`src/hdl/pptbq_ram.sv`:
```
// ----------------------------------------------------------------------------
// pptbq_ram
// Generic single-write, single-read RAM with a registered read port.
// ----------------------------------------------------------------------------
`timescale 1ns / 1ps

module pptbq_ram #(
  parameter int WIDTH = 8,
  parameter int DEPTH = 16
) (
  input  logic                                   clk,
  input  logic                                   we,
  input  logic [(DEPTH > 1 ? $clog2(DEPTH) : 1)-1:0] waddr,
  input  logic [WIDTH-1:0]                       wdata,
  input  logic                                   re,
  input  logic [(DEPTH > 1 ? $clog2(DEPTH) : 1)-1:0] raddr,
  output logic [WIDTH-1:0]                       rdata
);

  logic [WIDTH-1:0] mem [DEPTH];

  always_ff @(posedge clk) begin
    if (we) begin
      mem[waddr] <= wdata;
    end
    if (re) begin
      rdata <= mem[raddr];
    end
  end

endmodule

```
`config.mk`:
```
export PLATFORM = sky130hd
export DESIGN_NAME = pptbq_ram
export DESIGN_NICKNAME = d
export VERILOG_FILES = /design/src/hdl/pptbq_ram.sv
export SDC_FILE = /design/constraint.sdc
export NUM_CORES = 1
export LEC_CHECK = 0
export BUFFER_PORTS_ARGS = -buffer_cell sky130_fd_sc_hd__buf_4
export CAP_MARGIN = 30
export CORE_MARGIN = 1.5
export CORE_UTILIZATION = 60
export CTS_CLUSTER_SIZE = 10
export DETAILED_ROUTE_END_ITERATION = 16
export GPL_ROUTABILITY_DRIVEN = 0
export PLACE_DENSITY = 0.86
export SLEW_MARGIN = 10
export SYNTH_ARGS = -nofsm -noshare
export SYNTH_HDL_FRONTEND = slang
export SYNTH_SLANG_ARGS = --single-unit
```
`constraint.sdc`:
```
create_clock -name clk -period 2.17 [get_ports clk]
set_input_delay 0.3255 -clock clk [delete_from_list [all_inputs] [get_ports clk]]
set_output_delay 0.3255 -clock clk [all_outputs]
set_load 0.01 [all_outputs]
```
## Word-level counts from Yosys, hierarchy flattened

Memories as Yosys holds them, arrays and structs flattened. A register that Yosys moved wholly into a read port is not among the register bits.
Cells that the tools add are included.

| cells by class | value |
|---|---|
| mux-type cells | 2 |

Operator list:

| cell | count |
|---|---|
| two-way mux 1 bit | 2 |

| storage, ports and cells | value |
|---|---|
| register bits | 0 |
| memory bits (writable) | 128 |
| input port bits | 19 |
| output and inout port bits | 8 |
| memories | 1 |

Memories:

| memory | depth | width | read ports | clocked after Yosys merged registers in | wr ports | line | RTL |
|---|---|---|---|---|---|---|---|
| mem | 16 | 8 | 1 | 1 | 1 | 20 | `logic [WIDTH-1:0] mem [DEPTH];` |

## Logic depth before layout (Yosys ltp)

| depth | value |
|---|---|
| depth in word-level cells | 2 |
| depth in mapped cells | 5 |
| gate-level depth less buffers | 3 |

## Least setup slack after synthesis

No wires, ideal clock.

| timing | value |
|---|---|
| kind | input to register |
| from | in waddr[2] (netlist name) |
| to | mem mem[0][0], enable pin |
| library setup time | 0.383 ns |
| data arrival time | 1.435 ns |
| required time | 1.787 ns |
| path slack | 0.352 ns |
| stages | 2 |
| path through | or3b_2 nor3_1 |

RTL lines:

| item | line | RTL |
|---|---|---|
| from (decl) | 13 | `input logic [(DEPTH > 1 ? $clog2(DEPTH) : 1)-1:0] waddr,` |
| to (decl) | 20 |  |

Straight into the memory's write port.

==> results.toml <==
[floorplan]
rows = 33
pin_count = 27
initial_core_util_pct = 62.7
dieWidth_um = 96.3
dieArea_sq_mm = 0.00928
die_h_um = 96.3
core_area_sq_mm = 0.00834

[global_routing]
met2_usage_pct = 37.3
grtUsageTotal_pct = 24.2
grt_pass1_wl_um = 14600
grt_antenna_before_repair = 0
grt_use_met3_pct = 7.27
grt_pass1_vias = 2594
use_met1_pct = 32.0
busiest_layer = "met2"
grt_overflow = 0
grt_start_max_net_pins = 31

[clock_tree]
cts_setup_buffers = 0
numCtsBuffers = 17
htreeDepth = 4
clock_latency_ns = 0.52
clockBufferDepth = 2
clockRootBuffer = "clkbuf_8"
cts_hold_buffers = 0
cts.sinks = 136
cts_tree = "done"
cts_resized = 0
clk_pin_slew_ns = 0.06

[routing]
drt-initial-drc-count = 258
drc = 0
routedWlPerCell_um = 25.2
drt-total-wl_um = 10100
ant_nets = 0
avgViaCountPerCell = 6.37
num_vias = 2546
dr.pass1.iters = 5

[timing]
tightest_slew_ns = 0.728
finClkSkew_ns = 0.00916
slew_headroom_pct = 51.4
max_freq_mhz = 633
min_period_ns = 1.58
fin_crit_sh_pct = 72.8
finalSetupTns_ns = 0
setup_viol = 0
drv_slew = 0
final-hold-violation-count = 0
grt_setup_unrepaired = "false"

[layout]
nets = 303
multiInputGateArea_sq_mm = 0.00106
antenna_cells = 0
layout_commonest_cell = "edfxtp_1"
instances_no_fill = 400
final_cell_mix = "edfxtp_1 (136), buf_4 (44), mux4_2 (18)"
regArea_sq_mm = 0.00408
fill_cells = 488
syn_to_final_growth_pct = 18.4
drive_above_1_share_pct = 31.9

[placement]
io_buffers = 26
post-dp-hpwl_um = 5860
dp.cells = 370

[synthesis]
synthCells = 229
yosys_warnings = 0
syn_avg_cell_area_sq_um = 22.8
syn_area_sq_mm = 0.00523
syn_nets = 248
seq_area_frac_synth_pct = 78.1
ys_ff_latch = 136
ys_types = 18

[worst_setup_path]
cp_cell_sequence = "mux4_2, a22oi_1, nand2_1"
crit_path_max_incr_delay_ns = 0.50
arrival_ns = 1.83
cp-start-kind = "flip-flop"
crit_path_end_kind = "flip-flop"
cp.required_ns = 2.42
crit_slowest_cell = "mux4_2"
worstSetupPathType = "reg2reg"
crit_fanout = 1

[outcome]
status = "completed"

[pwr]
power_density_mw_per_mm2 = 953
p_leak_nw = 2.10
vdd_drop_max_v = 0.000620

[run]
cap_viol_max_count = 0

[min_path]
hp-class = "in2reg"
final cells by class:
class / count / share of cell area [%]
Multi-Input combinational cell: 83 / 17.1
Clock inverter: 13 / 2.16
Tap cell: 105 / 2.12
Sequential cell: 136 / 66.0
Clock buffer: 17 / 6.69
Timing Repair Buffer: 46 / 5.98
state kept, by name, indices dropped and copies added, names as in the netlist:
name,count
mem,128
rdata,8
worst paths after layout:
check	slack, ns	depth (start not counted)	end	from
setup / recovery	0.59	3	rdata[7]$_DFFE_PP_	mem[11][7]$_DFFE_PP_
hold reg to reg	0.77	3	rdata[6]$_DFFE_PP_	mem[6][6]$_DFFE_PP_
setup reg to reg	0.59	3	rdata[7]$_DFFE_PP_	mem[11][7]$_DFFE_PP_
hold / removal	0.11	1	mem[6][4]$_DFFE_PP_	wdata[4]
critical path, delay by kind of cell, from the launching register on:
family	cells	cell delay [ns]
muxes	1	0.50
and+or+nand+nor	1	0.11
DFF	1	0.38
AOI/OAI and AO/OA	1	0.33
power by group:
part | leakage [nW] | total, mW | internal, mW | switching, mW
combinational | 0.610 | 0.290 | 0.134 | 0.156
clock | 0.255 | 2.63 | 1.61 | 1.02
sequential | 1.24 | 2.98 | 2.96 | 0.0194
total | 2.10 | 5.90 | 4.70 | 1.20
cells in the mapped netlist:
cell type	instances	area [sq um]
a22oi_1	16	120
and2_1	1	6.26
and2b_1	1	7.51
buf_2	3	15.0
buf_4	1	7.51
buf_6	3	33.8
clkdlybuf4s25_2	3	30.0
edfxtp_1	136	4080
mux4_1	14	368
mux4_2	18	405
nand2_1	9	33.8
nand2b_1	2	12.5
nand3_1	1	5.00
nand3b_1	2	15.0
nor2_1	13	48.8
nor2b_1	1	6.26
nor3_1	4	20.0
or3b_2	1	8.76
layer usage:
metal / wire length (um) / vias up / share of wire [%]
li1: - / 1088 / -
met1: 3830 / 1315 / 38
met2: 5270 / 128 / 52
met3: 778 / 15 / 7.7
met4: 206 / 0 / 2.0
met5: 0 / - / 0
stage by stage:
stage | hold WS (ns) | setup WS (ns) | utilization (%) | power [mW] | instance area, sq um
2_1_floorplan | 0.424 | 0.352 | - | 3.18 | 5230
3_3_place_gp | 0.625 | 0.291 | 67.7 | 3.31 | 5640
3_5_place_dp | 0.635 | 0.309 | 67.7 | 3.32 | 5640
4_1_cts | 0.0914 | 0.552 | 74.2 | 5.93 | 6190
5_1_grt | 0.0962 | 0.513 | 74.2 | 6.05 | 6190
6_report | 0.111 | 0.589 | 74.2 | 5.90 | 6190
cells by family (layout without fill, tap and decap cells):
family                 Yosys count  after routing  share of synthesized area (%)
AOI/OAI and AO/OA               16             16                           2.30
and+or+nand+nor                 35             35                           3.14
buffers and inverters           10             76                           1.65
muxes                           32             32                           14.8
DFF                            136            136                           78.1
(Power assumes the default switching activity.)
