### src/hdl/pptbq_pkg.sv
// ----------------------------------------------------------------------------
// pptbq_pkg
// Codes, reset values and shared types of the per-peer token bucket queue.
// ----------------------------------------------------------------------------
`timescale 1ns / 1ps

package pptbq_pkg;

  // operation codes of an input beat
  localparam logic [1:0] OP_ENQUEUE = 2'd0;
  localparam logic [1:0] OP_TICK    = 2'd1;
  localparam logic [1:0] OP_LEAVE   = 2'd2;
  localparam logic [1:0] OP_DISC    = 2'd3;

  // result kinds
  localparam logic [2:0] KIND_ACCEPT  = 3'd0;
  localparam logic [2:0] KIND_FULL    = 3'd1;
  localparam logic [2:0] KIND_BAD     = 3'd2;
  localparam logic [2:0] KIND_RELEASE = 3'd3;
  localparam logic [2:0] KIND_DONE    = 3'd4;

  // configuration register indexes
  localparam logic [1:0] CFG_HOST  = 2'd0;
  localparam logic [1:0] CFG_BURST = 2'd1;
  localparam logic [1:0] CFG_RATE  = 2'd2;
  localparam logic [1:0] CFG_LIMIT = 2'd3;

  // configuration reset values
  localparam logic        HOST_RESET  = 1'b1;
  localparam logic [15:0] BURST_RESET = 16'd8000;
  localparam logic [9:0]  RATE_RESET  = 10'd10;
  localparam logic [4:0]  LIMIT_RESET = 5'd16;

  localparam logic [15:0] TOKEN_COST = 16'd1000;

  // elapsed time is clamped to 2^16 ms: beyond that any nonzero rate fills the bucket
  localparam int ELAPSED_W = 17;
  localparam int PROD_W    = 27;

  typedef struct packed {
    logic [15:0] level;
    logic        spend;
  } refill_res_t;

  typedef struct packed {
    logic ld_elapsed;
    logic ld_prod;
  } refill_ctl_t;

endpackage

### src/hdl/pptbq_refill.sv
// ----------------------------------------------------------------------------
// pptbq_refill
// Two-stage bucket refill: elapsed time, then rate product, then cap and spend.
// ----------------------------------------------------------------------------
`timescale 1ns / 1ps

module pptbq_refill (
  input  logic                     clk,
  input  pptbq_pkg::refill_ctl_t   ctl,
  input  logic [47:0]              now_ms,
  input  logic [47:0]              last_ms,
  input  logic [15:0]              level,
  input  logic [15:0]              burst,
  input  logic [9:0]               rate,
  output pptbq_pkg::refill_res_t   res
);

  import pptbq_pkg::*;

  logic [47:0]          elapsed;
  logic [ELAPSED_W-1:0] elapsed_c;
  logic                 refill_ok;

  logic [ELAPSED_W-1:0] el_r;
  logic                 ok_r;
  logic [15:0]          lvl_r;

  logic [PROD_W-1:0]    prod;
  logic                 ok_p;
  logic [15:0]          lvl_p;

  logic [PROD_W:0]      sum;
  logic [15:0]          lvl_new;

  always_comb begin
    elapsed   = now_ms - last_ms;
    refill_ok = (last_ms != 48'd0) && (now_ms > last_ms);
    if (elapsed[47:16] != 32'd0) begin
      elapsed_c = {1'b1, 16'd0};
    end else begin
      elapsed_c = {1'b0, elapsed[15:0]};
    end
  end

  always_ff @(posedge clk) begin
    if (ctl.ld_elapsed) begin
      el_r  <= elapsed_c;
      ok_r  <= refill_ok;
      lvl_r <= level;
    end
    if (ctl.ld_prod) begin
      prod  <= PROD_W'(rate) * PROD_W'(el_r);
      ok_p  <= ok_r;
      lvl_p <= lvl_r;
    end
  end

  // cap only applies when a refill took place
  always_comb begin
    sum = (PROD_W + 1)'(lvl_p) + (PROD_W + 1)'(prod);
    if (!ok_p) begin
      lvl_new = lvl_p;
    end else if (sum > (PROD_W + 1)'(burst)) begin
      lvl_new = burst;
    end else begin
      lvl_new = sum[15:0];
    end
    res.spend = (lvl_new >= TOKEN_COST);
    res.level = res.spend ? (lvl_new - TOKEN_COST) : lvl_new;
  end

endmodule

### config.mk
export PLATFORM = sky130hd
export DESIGN_NAME = pptbq_refill
export DESIGN_NICKNAME = d
export VERILOG_FILES = /design/src/hdl/pptbq_pkg.sv /design/src/hdl/pptbq_refill.sv
export SDC_FILE = /design/constraint.sdc
export NUM_CORES = 1
export LEC_CHECK = 0
export BUFFER_PORTS_ARGS = -buffer_cell sky130_fd_sc_hd__buf_2
export CORE_MARGIN = 1
export CORE_UTILIZATION = 37
export CTS_BUF_LIST = sky130_fd_sc_hd__clkbuf_8
export DETAILED_ROUTE_END_ITERATION = 8
export GPL_TIMING_DRIVEN = 0
export PLACE_DENSITY = 0.58
export SLEW_MARGIN = 25
export SYNTH_ARGS = -nofsm -noshare
export SYNTH_HDL_FRONTEND = slang
export SYNTH_SLANG_ARGS = --single-unit
### constraint.sdc
create_clock -name clk -period 21.4 [get_ports clk]
set_input_delay 3.21 -clock clk [delete_from_list [all_inputs] [get_ports clk]]
set_output_delay 3.21 -clock clk [all_outputs]
set_load 0.02 [all_outputs]
### Word-level counts from Yosys, hierarchy flattened

Cells that the tools add are included.

* magnitude comparators: 3
* mux-type cells: 4
* add/subtract/negate cells: 3
* reduce and logical (&&, ||, !) cells: 3
* multiply operators: 1

Operators by type and width (count)
* 48-bit > comparator: 1
* 16-bit two-way mux: 3
* 48-bit nonzero test: 1
* 48-bit subtractor: 1
* 32-bit nonzero test: 1
* 16-bit by 27-bit adder with 28-bit output: 1
* 28-bit by 16-bit > comparator with 1-bit output: 1
* 10-bit by 17-bit multiplier with 27-bit output: 1
* 17-bit two-way mux: 1
* 16-bit by 10-bit greater-or-equal comparator with 1-bit output, second input constant: 1
* 16-bit by 10-bit subtractor with 16-bit output, second input constant: 1
* 1-bit logical AND: 1

* word-level logic and storage cells: 21
* register bits after elaboration: 78
* output and inout port bits: 17
* input port bits: 141

### Logic depth before layout (Yosys ltp)

* word-level depth: 6
* gate-level depth with buffers: 26
* mapped depth without buffers: 25

### Worst setup path before layout

No wires, ideal clock.

* kind: input port to output port
* start point: in burst[15]
* end point: out res[8] (netlist name)
* stages on the path: 16
* slack: 11192 ps
* data arrival time: 6998 ps
* path through: inv_1 ha_1 a21oi_1 o21ai_0 a211oi_1 a31oi_1 a2111oi_0 o211ai_1 nor4_4 mux2_2 mux2i_1 and4b_1 buf_4 or2_1 buf_4 a31oi_1

RTL lines
* start: declaration: RTL line pptbq_refill.sv:13 `input logic [15:0] burst,`
* end: declaration: RTL line pptbq_refill.sv:15 `output pptbq_pkg::refill_res_t res`

==> flow_summary.toml <==
[worst_hold_path]
min_to = "ok_p"
worstHoldStart = "ok_r"
holdPathStages = 0
hp-class = "reg2reg"

[finish]
area_growth_pct = 11.9
layout-drive-gt1-share_pct = 11.5
design_area_sq_um = 14900
nets = 2145

[worst_setup_path]
arrival_ns = 7.89
start_kind = "primary input"
required_ns = 18.19
path_class = "in2out"
reg2regPathDepth = 19
reg2reg_slack_ns = 14.38
rr_startpoint = "el_r[8]"
end_kind = "output port"
rr_endpoint = "prod[26]"
worstPathMaxFanout = 10

[yosys]
yosys-top-cells-count = "inv_1, nand2_1, ha_1, fa_1, a21oi_1"
synth.most_common_cell = "inv_1"
synth-xor-area-share_pct = 4.28
synth-compound-area-share_pct = 17.0
synth-edff-count = 78
syn_nets = 1983
synth_area_sq_um = 13300
ys_types = 76
ys_seq_area_share_pct = 17.6
synth-adder-area-share_pct = 31.5
ys_ff_latch = 78
synthArstFlopShare_pct = 0
synthCells = 1579
synth.area.mux_share_pct = 1.60
yosys.area_share.simple_pct = 20.3
syn_avg_cell_area_sq_um = 8.42
yosysTopAreaCellShare_pct = 18.1
synth_area_leaders = "fa_1, edfxtp_1, ha_1, inv_1, nand2_1"
synth-main-ff-cell = "edfxtp_1"
synth-warning-count = 0
synth_top_family_by_area = "adder cells"
synth_top_area_cell = "fa_1"

[pwr]
power_w = 0.00145
irDropWorstVdd_mv = 0.0591
p_leak_nw = 6.96
powerDensity_nw_per_um2 = 97.3

[detailed_routing]
drt_first_pass_iters = 7
vias = 11700
remaining_drc_errors = 0
wl_um = 36900
drt_iter0_markers = 633
ant_nets = 0
routed_via_density = 5.32
wl_per_cell_um = 16.7

[clock_network]
cts_tree = "done"
cts_made_buffers = 9
path_clk_slew_ns = 0.09
clockBufferDepth = 2
post_cts_buffers = 0
clock-sinks = 78
insertion_delay_ns = 0.39
holdBufCountCts = 0
htree_levels = 3
cts-root-buf = "clkbuf_8"
cts_resized = 0

[die]
die_area_sq_um = 36700
io_pins = 158
die_y_um = 192
rows = 69
die_x_um = 192
initial_utilization_pct = 37.5
core-area_sq_um = 35500

[sta]
fmax_ghz = 0.0901
setup_viol = 0
period_minus_slack_ns = 11.10
finalSetupTns_ns = 0
setup_ws_ns = 10.30
tightest_slew_ns = 0.943
hold_viol = 0
drv_slew = 0
finClkSkew_ns = 0.0157
hold_ws_ns = 0.418
rsz0062_at_grt = "false"
relSlewSlack_pct = 37.1
finalCritPeriodShare_pct = 51.9

[grt]
grtUsageTotal_pct = 20.4
grt_antenna_before_repair = 0
grt_pass1_wl_um = 58900
grt_pass1_vias = 11300
overflow = 0
grt_max_degree = 45

[outcome]
status = "completed"

[placement]
post-place-ws_ns = 10.32
place_congestion = 0.904
placed_area_sq_um = 14600
dp.final_hpwl_um = 31100
port_buffers = 151

[run]
drv_cap = 0
[logic make-up (layout without fill, tap and decap cells)]
group           count (synthesis)  count (layout)
xor+xnor                       65              65
mux                            20              20
buf+inv                       269             436
flops                          78              78
fa+ha+maj                     263             263
compound gates                343             343
simple gates                  541             541
other cells                     0               1
[through the flow]
step | util, % | std cells
detailed placement | 41.2 | 2191
finish | 41.9 | 2208
floorplan | - | 1579
global route | 41.9 | 2207
global placement | 41.2 | 2191
CTS | 41.9 | 2207
[how the worst max path moves through the flow]
| stage | from | end | cells after the start |
|---|---|---|---|
| detailed placement | burst[15] | res[16] | 20 |
| finish | burst[15] | res[16] | 20 |
| floorplan | burst[15] | res[8] | 16 |
| CTS | burst[15] | res[16] | 20 |
| global route | burst[15] | res[14] | 19 |
| global placement | burst[15] | res[12] | 20 |
[placed cells by master, fill, tap and decap left out, drive strengths merged, types with 16 or more instances in the layout]
master  Yosys  final
xnor2      47     47
nor4       24     24
o21a       16     16
and3       18     18
fa        120    120
xor2       18     18
a21oi     106    106
buf         8    159
clkbuf     52     61
and2       83     83
inv       209    211
nand4      26     26
o21ai      64     64
nor2       80     80
ha        143    143
o211ai     20     20
nor3       42     42
a21o       32     32
nand3      31     31
nand2     182    182
edfxtp     78     78
[registers in the layout, indices dropped and copies added (netlist names)]
register,flops
el_r,17
lvl_p,16
lvl_r,16
ok_p,1
ok_r,1
prod,27
[metal layers]
layer	vias up	wire length [um]	GRT usage, %
li1	5786	-	-
met1	5577	17200	27.6
met2	351	17200	34.2
met3	33	1970	2.55
met4	0	533	5.10
met5	-	0	0
[worst max-delay path, cell delays in order]
cell	delay, ns
buf_2	0.09
inv_1	0.04
ha_1	0.31
a21oi_1	0.15
o21ai_0	0.16
a211oi_1	0.28
a31oi_1	0.18
a2111oi_0	0.50
o211ai_1	0.35
nor4_4	0.73
clkbuf_1	0.42
nor2_1	0.08
a21oi_1	0.15
nor2_1	0.06
a21oi_1	0.19
ha_1	0.28
nand4bb_1	0.23
a21oi_1	0.09
a41o_1	0.23
buf_2	0.16
[layout make-up]
cell class                      instances  area (sq um)
Antenna cell                            1          2.50
Buffer                                 60           239
Clock buffer                            9           124
Clock inverter                          7           120
Fill cell                            3608         20600
Inverter                              209           785
Multi-Input combinational cell       1232          9930
Sequential cell                        78          2340
Tap cell                              461           577
Timing Repair Buffer                  151           758
[power by group]
part	internal, W	switching (W)	total (W)
Combinational	0.000455	0.000590	0.00105
Clock	0.0000781	0.0000634	0.000142
Sequential	0.000240	0.0000218	0.000261
Total	0.000773	0.000675	0.00145
Power figures use the tool's default switching activity.
